### src/hw/rtl/ppp_pkg.sv
// Package for the pinhole point projection block.
// Widths, pipeline payload types and status/register codes; no dependencies.
package ppp_pkg;

  localparam int COORD_WIDTH = 32;
  localparam int FRAC_BITS   = 16;
  localparam int DVD_W       = COORD_WIDTH + FRAC_BITS;
  localparam int QUO_W       = DVD_W;
  localparam int QUO_H       = QUO_W / 2;
  localparam int PROD_W      = QUO_W + COORD_WIDTH;
  localparam int MAG_W       = PROD_W - FRAC_BITS;
  localparam int DIV_STAGES  = QUO_W;
  localparam int IDX_W       = 3;

  typedef enum logic [1:0] {
    STATUS_OK    = 2'd0,
    STATUS_DEPTH = 2'd1,
    STATUS_SAT   = 2'd2
  } status_e;

  typedef enum logic [IDX_W-1:0] {
    REG_FOCAL_X  = 3'd0,
    REG_FOCAL_Y  = 3'd1,
    REG_CENTER_X = 3'd2,
    REG_CENTER_Y = 3'd3,
    REG_ORTHO    = 3'd4
  } cfg_idx_e;

  typedef struct packed {
    logic [COORD_WIDTH-1:0] rem;
    logic [DVD_W-1:0]       dvd;
    logic [QUO_W-1:0]       quo;
    logic [COORD_WIDTH-1:0] mag;
    logic                   neg;
  } lane_t;

  typedef struct packed {
    lane_t                  x;
    lane_t                  y;
    logic [COORD_WIDTH-1:0] den;
    logic                   ortho;
    logic                   zbad;
  } div_t;

  typedef struct packed {
    logic [MAG_W-1:0] mag_x;
    logic [MAG_W-1:0] mag_y;
    logic             neg_x;
    logic             neg_y;
    logic             zbad;
  } mag_t;

endpackage

### src/hw/rtl/ppp_div_stage.sv
// One restoring-division stage: one quotient bit for each of the two lanes.
// Depends on ppp_pkg.
module ppp_div_stage import ppp_pkg::*; (
  input  logic clk_i,
  input  logic rst_ni,
  input  logic en_i,
  input  logic valid_i,
  input  div_t data_i,
  output logic valid_o,
  output div_t data_o
);

  logic valid_q;
  div_t data_d, data_q;

  function automatic lane_t step(lane_t l, logic [COORD_WIDTH-1:0] den);
    logic [COORD_WIDTH:0] t;
    logic                 ge;
    lane_t                r;
    t  = {l.rem, l.dvd[DVD_W-1]};
    ge = (t >= {1'b0, den});
    r  = l;
    r.rem = ge ? COORD_WIDTH'(t - {1'b0, den}) : t[COORD_WIDTH-1:0];
    r.dvd = {l.dvd[DVD_W-2:0], 1'b0};
    r.quo = {l.quo[QUO_W-2:0], ge};
    return r;
  endfunction

  always_comb begin
    data_d   = data_i;
    data_d.x = step(data_i.x, data_i.den);
    data_d.y = step(data_i.y, data_i.den);
  end

  always_ff @(posedge clk_i or negedge rst_ni) begin
    if (!rst_ni) begin
      valid_q <= 1'b0;
    end else if (en_i) begin
      valid_q <= valid_i;
    end
  end

  always_ff @(posedge clk_i) begin
    if (en_i) begin
      data_q <= data_d;
    end
  end

  assign valid_o = valid_q;
  assign data_o  = data_q;

endmodule

### config.mk
export PLATFORM = sky130hd
export DESIGN_NAME = ppp_div_stage
export DESIGN_NICKNAME = d
export VERILOG_FILES = /design/src/hw/rtl/ppp_pkg.sv /design/src/hw/rtl/ppp_div_stage.sv
export SDC_FILE = /design/constraint.sdc
export NUM_CORES = 1
export LEC_CHECK = 0
export CAP_MARGIN = 5
export CORE_AREA = 2 2 279 281
export CTS_CLUSTER_SIZE = 12
export DETAILED_ROUTE_END_ITERATION = 8
export DIE_AREA = 0 0 281 283
export DONT_BUFFER_PORTS = 1
export PLACE_DENSITY = 0.35
export SYNTH_ARGS = -nofsm -noshare
export SYNTH_HDL_FRONTEND = slang
export SYNTH_SLANG_ARGS = --single-unit
### constraint.sdc
create_clock -name clk_i -period 0.8 [get_ports clk_i]
set_input_delay 0.04 -clock clk_i [delete_from_list [all_inputs] [get_ports clk_i]]
set_output_delay 0.04 -clock clk_i [all_outputs]
set_load 0.005 [all_outputs]
==> metrics <==
Critical R2R Launch=valid_o$_DFFE_PN0P_; post-detail-place hpwl=53900 µm; clock slew seen by the registers of the worst setup and hold paths=0.06 ns; first-pass GRT wire length=96300 µm; routed len/inst=27.3 µm; vias in the first global route=11800; Syn Inst Count=967; Final Total Pwr=53.1 mW; slowest CP cell=mux2_1; # rows=102; Die H=283 µm; initial DRC count=728; worst path cell trace=ha_4 > a21o_1 > a21o_1 > a21o_1 > a221oi_4 > o21ai_2 > a31oi_2 > a21oi_4 > a2111oi_4 > buf_6 > buf_12 > mux2_1; Final #Nets=2030; Tmin final=2.22 ns; final worst slack=-1.42 ns; Layout Skew=0 ns; number of synthesized flops with an enable pin=354; PwrDens=2190 mW/mm²; hold slack final=-0.429 ns; number of remaining DRC errors=0; final setup TNS=-169.42 ns; placed inst area=0.0180 mm²; post-route ant nets=0; critical path's largest stage delay=0.33 ns; Static Leak=9.12 nW; die width=281 µm; Starting Density=0.193; Hold Startpoint=data_i[3]; Netlist cell types=56; WP data arrival=2.53 ns; CTS H-tree depth=2; Synth Flop Type=edfxtp_1; Setup crit end kind=register; area fraction of the dominant cell type after synthesis=0.716; Routability Congestion=0.827; largest net degree at the start of global routing=356; CTS sink count=355; ys async rst share=0.00282; Post-Syn Area per Cell=15.3 µm²; max-cap violation count=0; Metal-1 WL=26300 µm; Layout area overhead=63.1%; grt ovf=0; WP data required=1.10 ns; Period Utilization, post-route=2.78; fillcell total=7652; final hold vios=140; sequential-to-total area share from yosys stat=0.718; Yosys reg bits=355; Die ar.=0.0795 mm²; Worst VDD drop=0.00124 V; CP max FO=6; Synth area leaders=edfxtp_1 (72%), ha_1 (5.4%), mux2_1 (2.0%); CP startpoint=data_i[180]; Core Region=0.0767 mm²; DRT Wirelength=73300 µm; maximum root-to-sink buffer count=3; Buffers on Ports=0; CP most frequent cell=a21o_1; met3 wire length=7190 µm; status=complete, but fails checks; post-synth top area cell=edfxtp_1; Peak Freq=450 MHz; vias post-DR=11100; gr usage total=0.176; IO Pins=717; RSZ-0062 raised after global routing=yes; worst hold path class=in -> reg; Post-Syn Area=0.0148 mm²; Ys Warns=0; Pins Over Slew Limit=0; layout cells sized above 1=0.298; # setup viols final=421; WS Path Type=in -> reg; worst-skew pair later-pin latency=0.56 ns; Slew HR=0.311; initial antenna violation count=21; Final Core Density=0.316; failing checks=negative hold slack, negative setup slack; highest routed layer=met5; Final Cell Area=0.0242 mm²; Via-to-Cell Ratio=4.11; cts bufs inserted=44; Least-Margin Pin Slew=1.03 ns; first-pass iteration count of the detailed router=5; CTS tree=yes; critical path launch point type=input port; routed wire length on met2=37200 µm; root buf cell=clkbuf_16
## cell usage after synthesis (all sizes together), types with 4 or more instances
cell type  number
nor3            6
buf             6
nor2b          13
o21bai          6
edfxtp        354
a21oi          55
nand3          13
nor2           30
a31oi          12
o211ai          5
xnor2          30
ha             64
and3            6
inv            49
a21o           27
mux2           33
clkbuf         21
nand4          14
nand2b          9
or3             5
nand2          64
o21ai          61
o31a            4
xor2           29
## through the flow
step	hold WS [ns]	setup WS [ns]	cells
2_1_floorplan	-0.256	-1.89	968
3_3_place_gp	-0.256	-2.36	2214
3_5_place_dp	-0.256	-2.37	2214
4_1_cts	-0.477	-1.48	2653
5_1_grt	-0.465	-1.50	2683
6_report	-0.429	-1.42	2686
## worst paths after layout
path,end,slack [ns],depth (start not counted)
worst max-delay path,data_o[169]$_DFFE_PP_,-1.42,12
worst min-delay path,data_o[3]$_DFFE_PP_,-0.43,0
worst max register to register,valid_o$_DFFE_PN0P_,0.04,1
worst min register to register,valid_o$_DFFE_PN0P_,0.53,1
max in group asynchronous,valid_o$_DFFE_PN0P_,0.45,2
min in group asynchronous,valid_o$_DFFE_PN0P_,0.24,2
## cell usage in the layout, fill, tap and decap left out, types with 6 or more instances in the layout
cell	synthesis	layout
mux2_4	0	30
o21ai_0	57	21
inv_2	0	6
buf_4	2	232
a21oi_1	54	46
nor2_1	30	30
buf_16	0	9
nand2b_1	9	9
clkbuf_16	0	44
a31oi_1	12	7
dlygate4sd3_1	0	349
nor2b_1	13	12
edfxtp_1	354	354
nand2_1	64	54
o21ai_1	4	15
xor2_1	29	28
a21oi_2	1	8
clkinv_1	0	7
o21bai_1	6	6
ha_1	64	39
inv_1	49	34
xnor2_1	30	29
a21o_1	27	26
nand3_1	13	11
and3_1	6	6
nand4_1	14	14
clkbuf_1	21	6
clkinvlp_4	0	7
buf_6	3	20
buf_12	0	6
o21ai_2	0	20
ha_4	0	23
diode_2	0	13
nand2_2	0	10
## metal layers
| layer | up-vias | track usage |
|---|---|---|
| met3 | 93 | 0.0721 |
| met4 | 16 | 0.0539 |
| met1 | 5449 | 0.183 |
| li1 | 4963 | - |
| met5 | - | 0.0128 |
| met2 | 530 | 0.319 |
## cell families after synthesis
kind of cell / after synthesis / synth area share
buf+inv: 76 / 0.0213
compound gates: 202 / 0.0863
flops: 355 / 0.718
fa+ha+maj: 66 / 0.0567
xor+xnor: 59 / 0.0348
mux: 35 / 0.0264
simple gates: 173 / 0.0561
other cells: 1 / 0.000253
## final cells by class
cell class	instances	area, µm²	share of cell area
antenna	13	32.5	0.00134
clock inverter	25	262	0.0108
inverter	49	240	0.00992
sequential	355	10700	0.440
timing repair buffer	617	5840	0.241
tap	1040	1300	0.0538
clock buffer	50	1120	0.0464
multi-input combinational	537	4750	0.196
## flip-flops by register name, summed over array words and instances, names as in the netlist
register  count
valid_o       1
data_o      354
## where the power goes
group	internal (mW)	switching, mW
Combinational	5.19	3.97
Clock	11.4	8.22
Sequential	22.7	1.65
## worst max-delay path, delay by kind of cell
kind | cells | cell delay (ns)
AOI/OAI and AO/OA | 8 | 1.51
buffers and inverters | 2 | 0.41
muxes | 1 | 0.33
adders and majority gates | 1 | 0.22
## what timing repair did
| action | 4_1_cts | 5_1_grt |
|---|---|---|
| hold buffers | 339 | 10 |
| buffers inserted | 18 | 12 |
| setup endpoints to repair | 421 | 421 |
| gates cloned | 9 | 0 |
| endpoints found under the hold margin | 709 | 373 |
| gates resized for setup | 123 | 48 |
| pin swaps | 36 | 30 |
Note: power is estimated with default switching activity, not from simulation.
