[src/hw/rtl/ppp_pkg.sv]
// Package for the pinhole point projection block.
// Widths, pipeline payload types and status/register codes; no dependencies.
package ppp_pkg;

  localparam int COORD_WIDTH = 32;
  localparam int FRAC_BITS   = 16;
  localparam int DVD_W       = COORD_WIDTH + FRAC_BITS;
  localparam int QUO_W       = DVD_W;
  localparam int QUO_H       = QUO_W / 2;
  localparam int PROD_W      = QUO_W + COORD_WIDTH;
  localparam int MAG_W       = PROD_W - FRAC_BITS;
  localparam int DIV_STAGES  = QUO_W;
  localparam int IDX_W       = 3;

  typedef enum logic [1:0] {
    STATUS_OK    = 2'd0,
    STATUS_DEPTH = 2'd1,
    STATUS_SAT   = 2'd2
  } status_e;

  typedef enum logic [IDX_W-1:0] {
    REG_FOCAL_X  = 3'd0,
    REG_FOCAL_Y  = 3'd1,
    REG_CENTER_X = 3'd2,
    REG_CENTER_Y = 3'd3,
    REG_ORTHO    = 3'd4
  } cfg_idx_e;

  typedef struct packed {
    logic [COORD_WIDTH-1:0] rem;
    logic [DVD_W-1:0]       dvd;
    logic [QUO_W-1:0]       quo;
    logic [COORD_WIDTH-1:0] mag;
    logic                   neg;
  } lane_t;

  typedef struct packed {
    lane_t                  x;
    lane_t                  y;
    logic [COORD_WIDTH-1:0] den;
    logic                   ortho;
    logic                   zbad;
  } div_t;

  typedef struct packed {
    logic [MAG_W-1:0] mag_x;
    logic [MAG_W-1:0] mag_y;
    logic             neg_x;
    logic             neg_y;
    logic             zbad;
  } mag_t;

endpackage

[src/hw/rtl/ppp_finish.sv]
// Sign, center offset and saturation; holds the output register.
// Depends on ppp_pkg.
module ppp_finish import ppp_pkg::*; (
  input  logic                          clk_i,
  input  logic                          rst_ni,
  input  logic                          en_i,
  input  logic                          valid_i,
  input  mag_t                          data_i,
  input  logic signed [COORD_WIDTH-1:0] center_x_i,
  input  logic signed [COORD_WIDTH-1:0] center_y_i,
  output logic                          valid_o,
  output logic signed [COORD_WIDTH-1:0] pixel_u_o,
  output logic signed [COORD_WIDTH-1:0] pixel_v_o,
  output status_e                       status_o
);

  typedef struct packed {
    logic                   sat;
    logic [COORD_WIDTH-1:0] val;
  } res_t;

  localparam logic [COORD_WIDTH-1:0] TOP = {1'b0, {(COORD_WIDTH-1){1'b1}}};
  localparam logic [COORD_WIDTH-1:0] BOT = {1'b1, {(COORD_WIDTH-1){1'b0}}};

  function automatic res_t fin(logic neg, logic [MAG_W-1:0] mag,
                               logic [COORD_WIDTH-1:0] c);
    logic signed [COORD_WIDTH+1:0] sm, s;
    res_t r;
    sm = $signed({2'b00, mag[COORD_WIDTH-1:0]});
    s  = (neg ? -sm : sm) + $signed({{2{c[COORD_WIDTH-1]}}, c});
    if (|mag[MAG_W-1:COORD_WIDTH]) begin
      r.sat = 1'b1;
      r.val = neg ? BOT : TOP;
    end else if (s[COORD_WIDTH+1] == 1'b0 && |s[COORD_WIDTH:COORD_WIDTH-1]) begin
      r.sat = 1'b1;
      r.val = TOP;
    end else if (s[COORD_WIDTH+1] == 1'b1 && !(&s[COORD_WIDTH:COORD_WIDTH-1])) begin
      r.sat = 1'b1;
      r.val = BOT;
    end else begin
      r.sat = 1'b0;
      r.val = s[COORD_WIDTH-1:0];
    end
    return r;
  endfunction

  res_t    ru, rv;
  logic    valid_q;
  logic [COORD_WIDTH-1:0] u_d, v_d, u_q, v_q;
  status_e st_d, st_q;

  always_comb begin
    ru = fin(data_i.neg_x, data_i.mag_x, center_x_i);
    rv = fin(data_i.neg_y, data_i.mag_y, center_y_i);
    if (data_i.zbad) begin
      u_d  = '0;
      v_d  = '0;
      st_d = STATUS_DEPTH;
    end else begin
      u_d  = ru.val;
      v_d  = rv.val;
      st_d = (ru.sat || rv.sat) ? STATUS_SAT : STATUS_OK;
    end
  end

  always_ff @(posedge clk_i or negedge rst_ni) begin
    if (!rst_ni) begin
      valid_q <= 1'b0;
    end else if (en_i) begin
      valid_q <= valid_i;
    end
  end

  always_ff @(posedge clk_i) begin
    if (en_i) begin
      u_q  <= u_d;
      v_q  <= v_d;
      st_q <= st_d;
    end
  end

  assign valid_o   = valid_q;
  assign pixel_u_o = $signed(u_q);
  assign pixel_v_o = $signed(v_q);
  assign status_o  = st_q;

endmodule

[config.mk]
export PLATFORM = sky130hd
export DESIGN_NAME = ppp_finish
export DESIGN_NICKNAME = d
export VERILOG_FILES = /design/src/hw/rtl/ppp_pkg.sv /design/src/hw/rtl/ppp_finish.sv
export SDC_FILE = /design/constraint.sdc
export NUM_CORES = 1
export LEC_CHECK = 0
export ABC_CLOCK_PERIOD_IN_PS = 1150
export BUFFER_PORTS_ARGS = -buffer_cell sky130_fd_sc_hd__buf_2
export CAP_MARGIN = 15
export CORE_ASPECT_RATIO = 0.7
export CORE_MARGIN = 8
export CORE_UTILIZATION = 30
export DETAILED_ROUTE_END_ITERATION = 12
export GPL_TIMING_DRIVEN = 0
export PLACE_DENSITY = 0.63
export RECOVER_POWER = 25
export SLEW_MARGIN = 10
export SYNTH_ARGS = -nofsm -noshare
export SYNTH_HDL_FRONTEND = slang
export SYNTH_SLANG_ARGS = --single-unit
[constraint.sdc]
create_clock -name clk_i -period 1.15 [get_ports clk_i]
set_input_delay 0.0575 -clock clk_i [delete_from_list [all_inputs] [get_ports clk_i]]
set_output_delay 0.0575 -clock clk_i [all_outputs]
set_load 0.1 [all_outputs]
==> results_dict.tcl <==
set metrics [dict create \
    final_cells 1649 \
    r2r_slack_ns 0.38 \
    drt_iter0_drc 539 \
    core.rowCount 49 \
    ios 266 \
    route.detailed.drc 0 \
    drtPass1Iterations 5 \
    syn_avg_cell_area_um2 8.33 \
    synth_top_area_share_pct 25.0 \
    clock_skew_ns 0 \
    synthFlopType "edfxtp_1" \
    port_buffers 263 \
    start_kind "primary input" \
    synth_compound_area_share_pct 27.8 \
    crit_chain "buf_6 > or4_4 > or4_4 > or4_4 > or3_4 > o41ai_4 > xnor2_2 > ha_4 > and3_4 > and2_4 > a221oi_4 > nand2_1 > buf_4 > o311a_1 > a21oi_2 > o32ai_4 > buf_6 > buf_8 > a21o_1" \
    crit_required_ns 1.25 \
    rsz0062_at_grt "true" \
    cts_sinks 67 \
    p_leak_nw 4.92 \
    cpLargestDelayFamily "simple AND/OR/NAND/NOR gates" \
    ys_types 68 \
    yosysSeqAreaShare_pct 25.3 \
    synth_xor_area_share_pct 12.7 \
    final_util_pct 45.8 \
    gp_congestion 0.916 \
    synth_fp_nets 1222 \
    routed_wl_mm 30.3 \
    clockRootBuffer "clkbuf_16" \
    setup_viol 65 \
    netlist_top_cells_area "edfxtp_1, ha_1, xnor2_1" \
    synthCells 951 \
    fill_cells 2551 \
    slowest_delay_ns 0.55 \
    rr_startpoint "valid_o" \
    numCtsBuffers 9 \
    ys_ff_latch 67 \
    grt_pass1_vias 8631 \
    setup-tns-final_ns -217.02 \
    fin_crit_sh_pct 410 \
    synthSimpleGateAreaFrac_pct 18.5 \
    postRouteAntennaNets 0 \
    dpl_cell_area_um2 9940 \
    synth_area_um2 7920 \
    layout_min_cycle_time_ns 4.71 \
    nets 1558 \
    setup_slack_ns -3.56 \
    post-dp-hpwl_mm 24.0 \
    dp_cells 1572 \
    grt_usage_pct 17.7 \
    clkSlewWorstSetupHoldPaths_ns 0.06 \
    wl_per_cell_um 18.4 \
    drv_slew 0 \
    grt_max_degree 39 \
    cp_slowest_cell "or4_4" \
    cts_tree "yes" \
    synth-adder-area-share_pct 11.6 \
    dieWidth_um 210 \
    yosysWarnings 0 \
    crit_type "in -> reg" \
    clock_path_buffers 2 \
    antennaDiodeCount 0 \
    crit_path_end_kind "register" \
    max_clock_freq_mhz 212 \
    hold_violations 0 \
    multi_input_area_um2 6470 \
    die_area_um2 31900 \
    hp-class "in -> async" \
    fp.dieH_um 152 \
    synth_edf_count 66 \
    synthArstFlopShare_pct 1.49 \
    layout-drive-gt1-share_pct 40.2 \
    finish.instance_area_um2 11800 \
    synth_top_family_by_area "compound AO/OA/AOI/OAI gates" \
    dr_total_vias 8766 \
    slew_headroom_pct 45.3 \
    worst_pin_slew_ns 0.820 \
    cp_common_cell "or4_4" \
    clock_latency_ns 0.33 \
    violations "setup timing" \
    grt_pass1_wl_mm 46.4 \
    r2r_end "valid_o" \
    path_buf_inv 4 \
    via_per_inst 5.32 \
    antenna_found_initial 1 \
    critPathLaunch "data_i[8]" \
    peakVddDrop_mv 0.641 \
    core_um2 25800 \
    p_per_area_nw_per_um2 1130 \
    cap_viol_max_count 0 \
    initial_core_util_pct 30.7 \
    synthMuxAreaShare_pct 0.553 \
    r2r_cells 1 \
    area_delta_synth_final_pct 49.4 \
    worstPathArrival_ns 4.81 \
    final-seq-area_um2 2010 \
    status "complete, but fails checks" \
    ctsHtreeMaxLevel 3 \
    overflow 0 \
    synth_top_cell_by_area "edfxtp_1" \
    path_max_fanout 10 \
]
-- registers in the layout, summed over array words and instances (netlist names) --
signal / cells
status_o: 2
pixel_u_o: 32
valid_o: 1
pixel_v_o: 32
-- metal layers --
| layer | GRT usage [%] | wire length [um] | vias to the layer above |
|---|---|---|---|
| li1 | - | - | 4278 |
| met1 | 23.3 | 13200 | 4087 |
| met2 | 29.2 | 14300 | 360 |
| met5 | 0 | 13 | - |
| met3 | 3.86 | 2270 | 39 |
| met4 | 4.05 | 461 | 2 |
-- logic make-up (layout without fill, tap and decap cells) --
| kind of cell | Yosys count | in the layout |
|---|---|---|
| flops | 67 | 67 |
| mux | 4 | 4 |
| xor+xnor | 114 | 114 |
| buf+inv | 66 | 407 |
| compound gates | 339 | 339 |
| simple gates | 289 | 289 |
| fa+ha+maj | 72 | 72 |
-- per-stage QoR --
step	hold slack (ns)	power [mW]	worst slack [ns]
after floorplan	-0.238	7.66	-3.47
after global placement	-0.166	9.18	-4.09
after detailed placement	-0.164	9.23	-4.10
after CTS	-0.0350	13.0	-3.51
after global routing	0.0198	14.1	-3.70
final	0.0285	13.4	-3.56
-- cells in the mapped netlist (all sizes together) (3+ instances only) --
cell / n
o31ai: 22
o21bai: 12
edfxtp: 66
ha: 70
nand3: 21
mux2: 3
a31o: 6
xor2: 23
a21o: 45
o21a: 4
a31oi: 10
a21oi: 98
clkbuf: 35
or4: 14
a311oi: 3
o41ai: 11
or2: 7
o21ai: 76
nor3: 7
o211ai: 9
nor4: 20
a211o: 3
nor2: 49
a221oi: 3
inv: 21
a41oi: 8
a211oi: 12
and3: 5
buf: 10
xnor2: 91
nand2: 92
a21boi: 3
nand2b: 16
nand4: 15
and2: 11
or3: 20
nor2b: 4
-- power by group --
| part | switching [mW] | internal, mW |
|---|---|---|
| combinational | 4.62 | 2.68 |
| clock | 1.20 | 1.92 |
| sequential | 0.0633 | 2.90 |
-- what timing repair did --
action / 4_1_cts / 5_1_grt
endpoints found under the hold margin: 3 / 1
setup buffers: 36 / 22
gates cloned: 7 / 0
gates resized for setup: 161 / 112
hold buffers: 2 / 1
setup endpoints to repair: 128 / 69
pin swaps: 48 / 39
-- area by class of cell --
class                           count  area share (%)
Buffer                             39            2.45
Sequential cell                    67            17.0
Clock buffer                        9            1.90
Multi-Input combinational cell    818            54.7
Tap cell                          357            3.78
Clock inverter                      7           0.836
Timing Repair Buffer              331            18.7
Inverter                           21           0.666
-- how the worst max path moves through the flow --
stage,cells after the start,endpoint
after floorplan,18,pixel_v_o[25]
after global placement,19,pixel_v_o[6]
after detailed placement,19,pixel_v_o[4]
after CTS,19,pixel_v_o[24]
after global routing,19,pixel_v_o[3]
final,19,pixel_v_o[25]
-- placed cells by master, fill, tap and decap left out, types with 16 or more instances in the layout --
| master | instances |
|---|---|
| a21oi_2 | 32 |
| nand2_2 | 16 |
| clkbuf_1 | 22 |
| inv_1 | 21 |
| nor2_1 | 46 |
| a21oi_1 | 61 |
| nand3_1 | 19 |
| xor2_1 | 22 |
| o21ai_0 | 57 |
| buf_4 | 110 |
| nor4_1 | 16 |
| xnor2_1 | 86 |
| buf_2 | 184 |
| nand2_1 | 71 |
| edfxtp_1 | 66 |
| buf_6 | 21 |
| o31ai_1 | 20 |
| ha_1 | 62 |
| nand2b_1 | 16 |
| a21o_1 | 45 |
No activity file was read; power rests on OpenSTA's default activity.
